===== src/hdl/cfr_pkg.sv =====
`default_nettype none
// ----------------------------------------------------------------------------
// cfr_pkg
// Shared constants, types and the CRC-32 byte update for the frame receiver.
// ----------------------------------------------------------------------------
package cfr_pkg;

    localparam int MAX_PAYLOAD = 16;
    localparam int HEADER_LEN  = 4;
    localparam int CRC_LEN     = 4;
    localparam int FIELD_BYTES = 16;
    localparam int FB_W        = $clog2(FIELD_BYTES);
    localparam int POS_W       = $clog2(MAX_PAYLOAD + HEADER_LEN + CRC_LEN + 1);
    localparam int LEN_W       = $clog2(MAX_PAYLOAD + 1);
    localparam int OUT_LEN_W   = 5;

    localparam logic [7:0]  START_BYTE = 8'hFA;
    localparam logic [7:0]  REG_RESET  = 8'hE0;
    localparam logic [31:0] CRC_POLY   = 32'h04C1_1DB7;
    localparam logic [31:0] CRC_INIT   = 32'hFFFF_FFFF;

    localparam int Q_DEPTH = 2;
    localparam int Q_PTR_W = (Q_DEPTH > 1) ? $clog2(Q_DEPTH) : 1;
    localparam int Q_CNT_W = $clog2(Q_DEPTH + 1);

    // Class of a byte as decided by the front end.
    typedef enum logic [1:0] {
        K_START,
        K_HDR,
        K_PAY,
        K_CRC
    } t_kind;

    // Front end parser phase.
    typedef enum logic [2:0] {
        S_HUNT,
        S_REG,
        S_LEN_LO,
        S_LEN_HI,
        S_PAYLOAD,
        S_CRC
    } t_fstate;

    typedef struct packed {
        t_kind             kind;
        logic [7:0]        data;
        logic [POS_W-1:0]  idx;
        logic              last;
        logic [LEN_W-1:0]  len;
    } t_cmd;

    typedef struct packed {
        logic                 frame_status;
        logic [OUT_LEN_W-1:0] payload_length;
        logic [15:0]          distance_mm;
        logic [15:0]          temperature_centi;
        logic [15:0]          amplitude;
        logic [15:0]          ambient_light;
        logic [63:0]          tof_phase;
    } t_result;

    // MSB-first CRC-32 update over one byte.
    function automatic logic [31:0] crc32_byte(input logic [31:0] crc, input logic [7:0] b);
        logic [31:0] c;
        c = crc ^ {b, 24'h0};
        for (int k = 0; k < 8; k++) begin
            c = c[31] ? ((c << 1) ^ CRC_POLY) : (c << 1);
        end
        return c;
    endfunction

endpackage
`default_nettype wire


===== src/hdl/cfr_ifs.sv =====
`default_nettype none
// ----------------------------------------------------------------------------
// cfr_ifs
// Valid/ready channel interfaces for received bytes, configuration and results.
// ----------------------------------------------------------------------------
interface cfr_byte_if;
    logic       valid;
    logic       ready;
    logic [7:0] rx_byte;
    modport source (output valid, output rx_byte, input ready);
    modport sink   (input valid, input rx_byte, output ready);
endinterface

interface cfr_cfg_if;
    logic       valid;
    logic       ready;
    logic [7:0] data;
    modport source (output valid, output data, input ready);
    modport sink   (input valid, input data, output ready);
endinterface

interface cfr_result_if;
    logic        valid;
    logic        ready;
    logic        frame_status;
    logic [4:0]  payload_length;
    logic [15:0] distance_mm;
    logic [15:0] temperature_centi;
    logic [15:0] amplitude;
    logic [15:0] ambient_light;
    logic [63:0] tof_phase;
    modport source (output valid, output frame_status, output payload_length,
                    output distance_mm, output temperature_centi, output amplitude,
                    output ambient_light, output tof_phase, input ready);
    modport sink   (input valid, input frame_status, input payload_length,
                    input distance_mm, input temperature_centi, input amplitude,
                    input ambient_light, input tof_phase, output ready);
endinterface
`default_nettype wire


===== src/hdl/cfr_front.sv =====
`default_nettype none
// ----------------------------------------------------------------------------
// cfr_front
// Frame parser: accepts bytes, tracks the frame layout and classifies each byte.
// ----------------------------------------------------------------------------
module cfr_front
    import cfr_pkg::*;
(
    input  wire         i_clk,
    input  wire         i_rst_n,
    cfr_byte_if.sink    i_rx,
    cfr_cfg_if.sink     i_cfg,
    input  wire         i_q_ready,
    output logic        o_cmd_valid,
    output t_cmd        o_cmd
);

    t_fstate          r_state, n_state;
    logic [POS_W-1:0] r_idx, n_idx;
    logic [LEN_W-1:0] r_len, n_len;
    logic [7:0]       r_len_lo, n_len_lo;
    logic [7:0]       r_exp_reg;
    logic             accept;
    logic [15:0]      len16;

    assign i_rx.ready  = i_q_ready;
    assign i_cfg.ready = 1'b1;
    assign accept      = i_rx.valid & i_q_ready;
    assign len16       = {i_rx.rx_byte, r_len_lo};

    always_ff @(posedge i_clk) begin
        if (!i_rst_n) begin
            r_state   <= S_HUNT;
            r_idx     <= '0;
            r_len     <= '0;
            r_len_lo  <= '0;
            r_exp_reg <= REG_RESET;
        end else begin
            r_state  <= n_state;
            r_idx    <= n_idx;
            r_len    <= n_len;
            r_len_lo <= n_len_lo;
            if (i_cfg.valid) begin
                r_exp_reg <= i_cfg.data;
            end
        end
    end

    // Next state.
    always_comb begin
        n_state  = r_state;
        n_idx    = r_idx;
        n_len    = r_len;
        n_len_lo = r_len_lo;
        if (accept) begin
            case (r_state)
                S_HUNT: begin
                    if (i_rx.rx_byte == START_BYTE) begin
                        n_state = S_REG;
                    end
                end
                S_REG: begin
                    n_state = (i_rx.rx_byte == r_exp_reg) ? S_LEN_LO : S_HUNT;
                end
                S_LEN_LO: begin
                    n_len_lo = i_rx.rx_byte;
                    n_state  = S_LEN_HI;
                end
                S_LEN_HI: begin
                    n_idx = '0;
                    n_len = LEN_W'(len16);
                    if (len16 > 16'(MAX_PAYLOAD)) begin
                        n_state = S_HUNT;
                    end else if (len16 == 16'd0) begin
                        n_state = S_CRC;
                    end else begin
                        n_state = S_PAYLOAD;
                    end
                end
                S_PAYLOAD: begin
                    if (r_idx == POS_W'(r_len) - POS_W'(1)) begin
                        n_idx   = '0;
                        n_state = S_CRC;
                    end else begin
                        n_idx = r_idx + POS_W'(1);
                    end
                end
                S_CRC: begin
                    if (r_idx == POS_W'(CRC_LEN - 1)) begin
                        n_idx   = '0;
                        n_state = S_HUNT;
                    end else begin
                        n_idx = r_idx + POS_W'(1);
                    end
                end
                default: begin
                    n_state = S_HUNT;
                end
            endcase
        end
    end

    // Outputs towards the queue.
    always_comb begin
        o_cmd.data  = i_rx.rx_byte;
        o_cmd.idx   = r_idx;
        o_cmd.len   = r_len;
        o_cmd.last  = 1'b0;
        o_cmd.kind  = K_HDR;
        o_cmd_valid = accept;
        case (r_state)
            S_HUNT: begin
                o_cmd.kind  = K_START;
                o_cmd_valid = accept & (i_rx.rx_byte == START_BYTE);
            end
            S_REG: begin
                o_cmd_valid = accept & (i_rx.rx_byte == r_exp_reg);
            end
            S_LEN_LO, S_LEN_HI: begin
                o_cmd.kind = K_HDR;
            end
            S_PAYLOAD: begin
                o_cmd.kind = K_PAY;
            end
            S_CRC: begin
                o_cmd.kind = K_CRC;
                o_cmd.last = (r_idx == POS_W'(CRC_LEN - 1));
            end
            default: begin
                o_cmd_valid = 1'b0;
            end
        endcase
    end

endmodule
`default_nettype wire


===== src/hdl/cfr_queue.sv =====
`default_nettype none
// ----------------------------------------------------------------------------
// cfr_queue
// Short FIFO of classified bytes between the parser and the checker.
// ----------------------------------------------------------------------------
module cfr_queue
    import cfr_pkg::*;
(
    input  wire   i_clk,
    input  wire   i_rst_n,
    input  wire   i_push,
    input  t_cmd  i_cmd,
    output logic  o_ready,
    input  wire   i_pop,
    output logic  o_valid,
    output t_cmd  o_cmd
);

    t_cmd               r_mem [Q_DEPTH];
    logic [Q_PTR_W-1:0] r_wr, r_rd;
    logic [Q_CNT_W-1:0] r_cnt;
    logic               do_push, do_pop;

    assign o_ready = (r_cnt != Q_CNT_W'(Q_DEPTH));
    assign o_valid = (r_cnt != '0);
    assign o_cmd   = r_mem[r_rd];
    assign do_push = i_push & o_ready;
    assign do_pop  = i_pop & o_valid;

    always_ff @(posedge i_clk) begin
        if (do_push) begin
            r_mem[r_wr] <= i_cmd;
        end
    end

    always_ff @(posedge i_clk) begin
        if (!i_rst_n) begin
            r_wr  <= '0;
            r_rd  <= '0;
            r_cnt <= '0;
        end else begin
            if (do_push) begin
                r_wr <= (r_wr == Q_PTR_W'(Q_DEPTH - 1)) ? '0 : r_wr + Q_PTR_W'(1);
            end
            if (do_pop) begin
                r_rd <= (r_rd == Q_PTR_W'(Q_DEPTH - 1)) ? '0 : r_rd + Q_PTR_W'(1);
            end
            if (do_push && !do_pop) begin
                r_cnt <= r_cnt + Q_CNT_W'(1);
            end else if (do_pop && !do_push) begin
                r_cnt <= r_cnt - Q_CNT_W'(1);
            end
        end
    end

endmodule
`default_nettype wire


===== src/hdl/cfr_back.sv =====
`default_nettype none
// ----------------------------------------------------------------------------
// cfr_back
// Checker: runs the CRC, captures payload and received CRC, emits the result.
// ----------------------------------------------------------------------------
module cfr_back
    import cfr_pkg::*;
(
    input  wire            i_clk,
    input  wire            i_rst_n,
    input  wire            i_cmd_valid,
    input  t_cmd           i_cmd,
    output logic           o_pop,
    cfr_result_if.source   o_res
);

    logic [31:0] r_crc;
    logic [31:0] r_rx_crc;
    logic [7:0]  r_pay [FIELD_BYTES];
    logic        r_out_valid;
    t_result     r_res;
    logic [31:0] crc_next;
    logic [31:0] rx_full;
    logic [7:0]  pay_masked [FIELD_BYTES];

    assign o_pop    = i_cmd_valid & (~i_cmd.last | ~r_out_valid | o_res.ready);
    assign crc_next = crc32_byte((i_cmd.kind == K_START) ? CRC_INIT : r_crc, i_cmd.data);
    assign rx_full  = {i_cmd.data, r_rx_crc[31:8]};

    // Payload bytes at or beyond the frame length read as zero.
    always_comb begin
        for (int p = 0; p < FIELD_BYTES; p++) begin
            pay_masked[p] = (LEN_W'(p) < i_cmd.len) ? r_pay[p] : 8'h00;
        end
    end

    always_ff @(posedge i_clk) begin
        if (!i_rst_n) begin
            r_crc       <= CRC_INIT;
            r_out_valid <= 1'b0;
        end else begin
            if (o_pop && (i_cmd.kind != K_CRC)) begin
                r_crc <= crc_next;
            end
            if (o_pop && i_cmd.last) begin
                r_out_valid <= 1'b1;
            end else if (o_res.ready) begin
                r_out_valid <= 1'b0;
            end
        end
    end

    always_ff @(posedge i_clk) begin
        if (o_pop && (i_cmd.kind == K_PAY) && (i_cmd.idx < POS_W'(FIELD_BYTES))) begin
            r_pay[i_cmd.idx[FB_W-1:0]] <= i_cmd.data;
        end
        if (o_pop && (i_cmd.kind == K_CRC)) begin
            r_rx_crc <= rx_full;
        end
        if (o_pop && i_cmd.last) begin
            r_res.frame_status      <= (rx_full != r_crc);
            r_res.payload_length    <= OUT_LEN_W'(i_cmd.len);
            r_res.distance_mm       <= {pay_masked[1], pay_masked[0]};
            r_res.temperature_centi <= {pay_masked[3], pay_masked[2]};
            r_res.amplitude         <= {pay_masked[5], pay_masked[4]};
            r_res.ambient_light     <= {pay_masked[7], pay_masked[6]};
            r_res.tof_phase         <= {pay_masked[15], pay_masked[14], pay_masked[13],
                                        pay_masked[12], pay_masked[11], pay_masked[10],
                                        pay_masked[9], pay_masked[8]};
        end
    end

    assign o_res.valid             = r_out_valid;
    assign o_res.frame_status      = r_res.frame_status;
    assign o_res.payload_length    = r_res.payload_length;
    assign o_res.distance_mm       = r_res.distance_mm;
    assign o_res.temperature_centi = r_res.temperature_centi;
    assign o_res.amplitude         = r_res.amplitude;
    assign o_res.ambient_light     = r_res.ambient_light;
    assign o_res.tof_phase         = r_res.tof_phase;

endmodule
`default_nettype wire


===== src/hdl/crc32_frame_receiver_top.sv =====
`default_nettype none
// ----------------------------------------------------------------------------
// crc32_frame_receiver_top
// Length-prefixed serial frame receiver with CRC-32 (MPEG-2) checking.
// ----------------------------------------------------------------------------
// The block takes one received byte per request on i_rx and hunts for frames
// of the form: start byte 0xFA, a register code that must match the
// configured value, a little-endian 16-bit payload length of at most
// MAX_PAYLOAD, the payload, and a little-endian CRC-32 (polynomial 04C11DB7,
// MSB first, initial value all ones, no final XOR) over header and payload.
// A wrong register code or an oversized length sends the parser back to
// hunting without a result. After the last CRC byte one result request is
// presented on o_res carrying the status (0 good, 1 CRC mismatch), the length
// and the measurement fields; payload bytes beyond the frame length read as
// zero. A byte is accepted every clock cycle while the queue has room: the
// parser classifies it in the cycle it is accepted and writes it into a
// two-entry queue, and the checker takes one entry per cycle with a byte-wide
// CRC update, which sets the one-byte-per-cycle throughput, but holds a last
// byte while an older result waits on o_res. A frame's last byte passes the
// queue and the checker's output register before its result is presented.
// A result waiting on o_res does not stop later bytes until the queue fills.
// The register code is written through i_cfg, which is always ready, and
// resets to 0xE0.
// ----------------------------------------------------------------------------
module crc32_frame_receiver_top
    import cfr_pkg::*;
(
    input  wire            i_clk,
    input  wire            i_rst_n,
    cfr_byte_if.sink       i_rx,
    cfr_cfg_if.sink        i_cfg,
    cfr_result_if.source   o_res
);

    // Classified bytes from the parser into the queue.
    logic f_cmd_valid;
    t_cmd f_cmd;
    logic q_ready;

    // Queue head towards the checker.
    logic q_valid;
    t_cmd q_cmd;
    logic b_pop;

    // The parser decides the frame layout and hands each byte on with its role.
    cfr_front u_front (
        .i_clk       (i_clk),
        .i_rst_n     (i_rst_n),
        .i_rx        (i_rx),
        .i_cfg       (i_cfg),
        .i_q_ready   (q_ready),
        .o_cmd_valid (f_cmd_valid),
        .o_cmd       (f_cmd)
    );

    // The queue lets the parser keep taking bytes while a result is stalled.
    cfr_queue u_queue (
        .i_clk   (i_clk),
        .i_rst_n (i_rst_n),
        .i_push  (f_cmd_valid),
        .i_cmd   (f_cmd),
        .o_ready (q_ready),
        .i_pop   (b_pop),
        .o_valid (q_valid),
        .o_cmd   (q_cmd)
    );

    // The checker runs the CRC and builds the result in its output register.
    cfr_back u_back (
        .i_clk       (i_clk),
        .i_rst_n     (i_rst_n),
        .i_cmd_valid (q_valid),
        .i_cmd       (q_cmd),
        .o_pop       (b_pop),
        .o_res       (o_res)
    );

endmodule
`default_nettype wire

===== src/flat_wrapper.sv =====
// flat-port wrapper written by rule: the top's interface ports become plain ports
module crc32_frame_receiver_top_flat import cfr_pkg::*;
  (i_clk, i_rst_n, i_rx_valid, i_rx_rx_byte, i_rx_ready, i_cfg_valid, i_cfg_data, i_cfg_ready, o_res_valid, o_res_frame_status, o_res_payload_length, o_res_distance_mm, o_res_temperature_centi, o_res_amplitude, o_res_ambient_light, o_res_tof_phase, o_res_ready);
  cfr_byte_if i_rx_i ();
  cfr_cfg_if i_cfg_i ();
  cfr_result_if o_res_i ();
  input  wire i_clk;
  input  wire i_rst_n;
  input wire logic [$bits(i_rx_i.valid)-1:0] i_rx_valid;
  input wire logic [$bits(i_rx_i.rx_byte)-1:0] i_rx_rx_byte;
  output wire logic [$bits(i_rx_i.ready)-1:0] i_rx_ready;
  input wire logic [$bits(i_cfg_i.valid)-1:0] i_cfg_valid;
  input wire logic [$bits(i_cfg_i.data)-1:0] i_cfg_data;
  output wire logic [$bits(i_cfg_i.ready)-1:0] i_cfg_ready;
  output wire logic [$bits(o_res_i.valid)-1:0] o_res_valid;
  output wire logic [$bits(o_res_i.frame_status)-1:0] o_res_frame_status;
  output wire logic [$bits(o_res_i.payload_length)-1:0] o_res_payload_length;
  output wire logic [$bits(o_res_i.distance_mm)-1:0] o_res_distance_mm;
  output wire logic [$bits(o_res_i.temperature_centi)-1:0] o_res_temperature_centi;
  output wire logic [$bits(o_res_i.amplitude)-1:0] o_res_amplitude;
  output wire logic [$bits(o_res_i.ambient_light)-1:0] o_res_ambient_light;
  output wire logic [$bits(o_res_i.tof_phase)-1:0] o_res_tof_phase;
  input wire logic [$bits(o_res_i.ready)-1:0] o_res_ready;
  assign i_rx_i.valid = i_rx_valid;
  assign i_rx_i.rx_byte = i_rx_rx_byte;
  assign i_rx_ready = i_rx_i.ready;
  assign i_cfg_i.valid = i_cfg_valid;
  assign i_cfg_i.data = i_cfg_data;
  assign i_cfg_ready = i_cfg_i.ready;
  assign o_res_valid = o_res_i.valid;
  assign o_res_frame_status = o_res_i.frame_status;
  assign o_res_payload_length = o_res_i.payload_length;
  assign o_res_distance_mm = o_res_i.distance_mm;
  assign o_res_temperature_centi = o_res_i.temperature_centi;
  assign o_res_amplitude = o_res_i.amplitude;
  assign o_res_ambient_light = o_res_i.ambient_light;
  assign o_res_tof_phase = o_res_i.tof_phase;
  assign o_res_i.ready = o_res_ready;
  crc32_frame_receiver_top u_core (.i_clk(i_clk), .i_rst_n(i_rst_n), .i_rx(i_rx_i), .i_cfg(i_cfg_i), .o_res(o_res_i));
endmodule

===== config.mk =====
export PLATFORM = sky130hd
export DESIGN_NAME = crc32_frame_receiver_top_flat
export DESIGN_NICKNAME = d
export VERILOG_FILES = /design/src/hdl/cfr_pkg.sv /design/src/hdl/cfr_ifs.sv /design/src/hdl/cfr_front.sv /design/src/hdl/cfr_queue.sv /design/src/hdl/cfr_back.sv /design/src/hdl/crc32_frame_receiver_top.sv /design/src/flat_wrapper.sv
export SDC_FILE = /design/constraint.sdc
export NUM_CORES = 1
export LEC_CHECK = 0
export ABC_AREA = 1
export BUFFER_PORTS_ARGS = -buffer_cell sky130_fd_sc_hd__buf_4
export CORE_MARGIN = 2
export CORE_UTILIZATION = 53
export CTS_CLUSTER_DIAMETER = 80
export CTS_CLUSTER_SIZE = 25
export DETAILED_ROUTE_END_ITERATION = 6
export GPL_ROUTABILITY_DRIVEN = 1
export PLACE_DENSITY = 0.85
export SKIP_CTS_REPAIR_TIMING = 1
export SLEW_MARGIN = 20
export SYNTH_ARGS = -nofsm -noshare
export SYNTH_HDL_FRONTEND = slang
export SYNTH_SLANG_ARGS = --single-unit

===== constraint.sdc =====
create_clock -name i_clk -period 4.4 [get_ports i_clk]
set_input_delay 0.88 -clock i_clk [delete_from_list [all_inputs] [get_ports i_clk]]
set_output_delay 0.88 -clock i_clk [all_outputs]
set_load 0.03 [all_outputs]

==> out/results.ini <==
[pwr]
peakVddDrop_v = 0.000417
pwr-share-comb_pct = 42.5
power.switching_w = 0.00547
netSwitchingFraction_pct = 42.1
internal_power_w = 0.00752
p_clk_share_pct = 15.5
leakage_nw = 7.47
power.density_mw_per_mm2 = 707
finalPower_w = 0.0130
pwr-share-seq_pct = 42.0

[timing]
finalHoldViolations = 0
drv_slew = 0
setup_tns_ns = 0
slew_headroom_pct = 29.3
tightest_slew_ns = 1.06
setup_viol = 0
fmax_mhz = 355
fin_crit_ns = 2.81
min_period_over_period_pct = 63.9
fin_ws_ns = 1.59
fin_skew_ns = 0.0186
rsz0062_at_grt = no

[cts]
cts_max_level = 1
cts_root_buf = clkbuf_16
cts_buffers = 20
cts_num_sinks = 395
clockBufferDepth = 3
cts_tree = yes
clk_pin_slew_ns = 0.09
clock_latency_ns = 0.54

[routing]
antenna_left = 0
vias = 10600
via_per_inst = 5.30
avgRoutedWirePerCell_um = 17.5
route.detailed.drc = 0
drt_pre_antenna_iters = 5
routed_wl_um = 34800
detail_route.iter0.violations = 1091

[synthesis]
synth-seq-cells = 395
ys.flop_type = edfxtp_1
synth_nets = 1446
seq_area_frac_synth_pct = 69.3
synthArstFlopShare_pct = 0
netlist_area_sq_mm = 0.0162
synth_cells = 1422
yosys_warnings = 0
synth.avg_cell_area_sq_um = 11.4
synth.distinct_cells = 48
synth_edf_count = 328

[placement]
place.gp.congestion = 0.891
placed_area_sq_mm = 0.0178
post-place-ws_ns = 1.36
hpwl_um = 23500
numPortBuffers = 156

[floorplanning]
num_rows = 63
core_area_sq_mm = 0.0298
ios = 158
start_util_pct = 54.2
die_area_sq_mm = 0.0319
fp.dieW_um = 179
die_y_um = 179

[global_route]
grt_max_degree = 127
met1_usage_pct = 28.9
top_usage_layer = met2
grt_use_met3_pct = 2.66
grt_pass1_vias = 9809
globalRouteOverflowTotal = 0
grt_pass1_wl_um = 52700
grt_antenna_before_repair = 0
track_usage_pct = 21.7
met2_usage_pct = 37.5

[setup_path]
end_kind = flop
crit_chain = buf_4 -> nand2_1 -> nand2_1 -> a22oi_2 -> inv_2 -> nor3_1 -> nand3_1 -> nor2_1
max_stage_delay_ns = 0.60
crit_required_ns = 4.58
critPathMostFrequentCell = nand2_1
slowest_stage = nor2_1
arrival_ns = 2.99
cp-start-kind = flop
critPathMaxFanout = 27
critPathKind = flop to flop

[final_layout]
final_util_pct = 61.6
area_growth_syn_to_layout_pct = 13.6
largest_reg_flops = 128
final_cell_area_sq_mm = 0.0184
nets = 1610
drive_gt1_share_pct = 18.1
diodes = 0

[flow_run]
cap_violations = 0

[hold_path]
hp-class = flop to flop

[outcome]
outcome = finished clean

[cell usage in the layout (no fill, tap or decap), types with 11 or more instances in the layout]
cell and n:
clkbuf_16 20, inv_1 202, o21ai_0 49, xor2_1 41, a21oi_1 58, nand3_1 47, or2_2 12, nor2_1 203
inv_2 11, dfxtp_1 67, nor2_2 19, nor3_1 11, clkbuf_1 11, buf_4 165, nand2_2 22, edfxtp_1 328
nand2_1 230, o21ai_1 15
[cell usage after synthesis, types with 3 or more instances]
library cell,n,area [sq um]
or2_1,5,31.3
nor2_1,203,762
dfxtp_1,67,1340
or2_2,12,75.1
xor2_2,5,81.3
nand2_1,230,863
nor2_4,5,56.3
nand3_1,47,235
nor3_1,12,60.1
o21ai_2,6,52.6
o211ai_1,4,30.0
nand4_1,6,37.5
o21ai_1,15,75.1
inv_1,203,762
xor2_1,41,359
edfxtp_1,328,9850
nand2_4,4,45.0
clkbuf_1,6,22.5
xnor2_1,7,61.3
o21a_1,3,22.5
buf_6,6,67.6
nor4_1,8,50.1
nor2_8,4,80.1
nand2_2,22,138
inv_2,11,41.3
ha_1,3,37.5
buf_2,10,50.1
nor2_2,19,119
o21ai_0,49,245
a21oi_1,58,290
[cell families (layout without fill, tap and decap cells)]
family / count (synthesis) / count (layout) / share of synthesized area [%]
mux: 1 / 1 / 0.0620
fa+ha+maj: 3 / 3 / 0.232
flops: 395 / 395 / 69.3
simple gates: 583 / 583 / 16.1
buf+inv: 242 / 420 / 6.06
compound gates: 143 / 143 / 5.00
xor+xnor: 54 / 54 / 3.28
other cells: 1 / 1 / 0.0232
[routing by layer]
| metal | wire, um | vias to the layer above |
|---|---|---|
| met5 | 0 | - |
| met3 | 3270 | 72 |
| met2 | 17000 | 556 |
| met4 | 937 | 0 |
| met1 | 13600 | 4940 |
| li1 | - | 4982 |
[per-stage QoR]
step,hold slack [ns],cells
2_1_floorplan,0.426,1422
6_report,0.476,1990
5_1_grt,0.498,1990
3_5_place_dp,0.455,1954
4_1_cts,0.480,1990
3_3_place_gp,0.434,1954
[critical path, delay by kind of cell (launching register included)]
family / cells / cell delay, ns
DFF: 1 / 0.36
AOI/OAI and AO/OA: 1 / 0.23
buffers and inverters: 2 / 0.36
and+or+nand+nor: 5 / 1.50
[worst paths after layout]
path	start	endpoint	cells after the start	slack (ns)
worst max-delay path	flop	u_core.u_back.r_pay[3][5]$_DFFE_PP_	8	1.59
worst min-delay path	u_core.u_front.r_exp_reg[1]$_SDFFE_PN0P_	u_core.u_front.r_exp_reg[1]$_SDFFE_PN0P_	2	0.48
worst max register to register	flop	u_core.u_back.r_pay[3][5]$_DFFE_PP_	8	1.59
worst min register to register	u_core.u_front.r_exp_reg[1]$_SDFFE_PN0P_	u_core.u_front.r_exp_reg[1]$_SDFFE_PN0P_	2	0.48
[cell type report]
type | count | area [sq um]
fill | 2148 | 11400
multi-input combinational | 785 | 3990
tap | 390 | 488
timing repair buffer | 166 | 1260
clock buffer | 31 | 542
sequential | 395 | 11200
clock inverter | 5 | 56.3
inverter | 218 | 831
[power groups by stage]
stage / sequential (W) / clock, W / combinational [W]
2_1_floorplan: 0.00606 / 0 / 0.00328
3_3_place_gp: 0.00551 / 0 / 0.00524
3_5_place_dp: 0.00552 / 0 / 0.00543
4_1_cts: 0.00545 / 0.00203 / 0.00546
5_1_grt: 0.00551 / 0.00215 / 0.00601
6_report: 0.00545 / 0.00201 / 0.00551
Power figures use the tool's default switching activity.
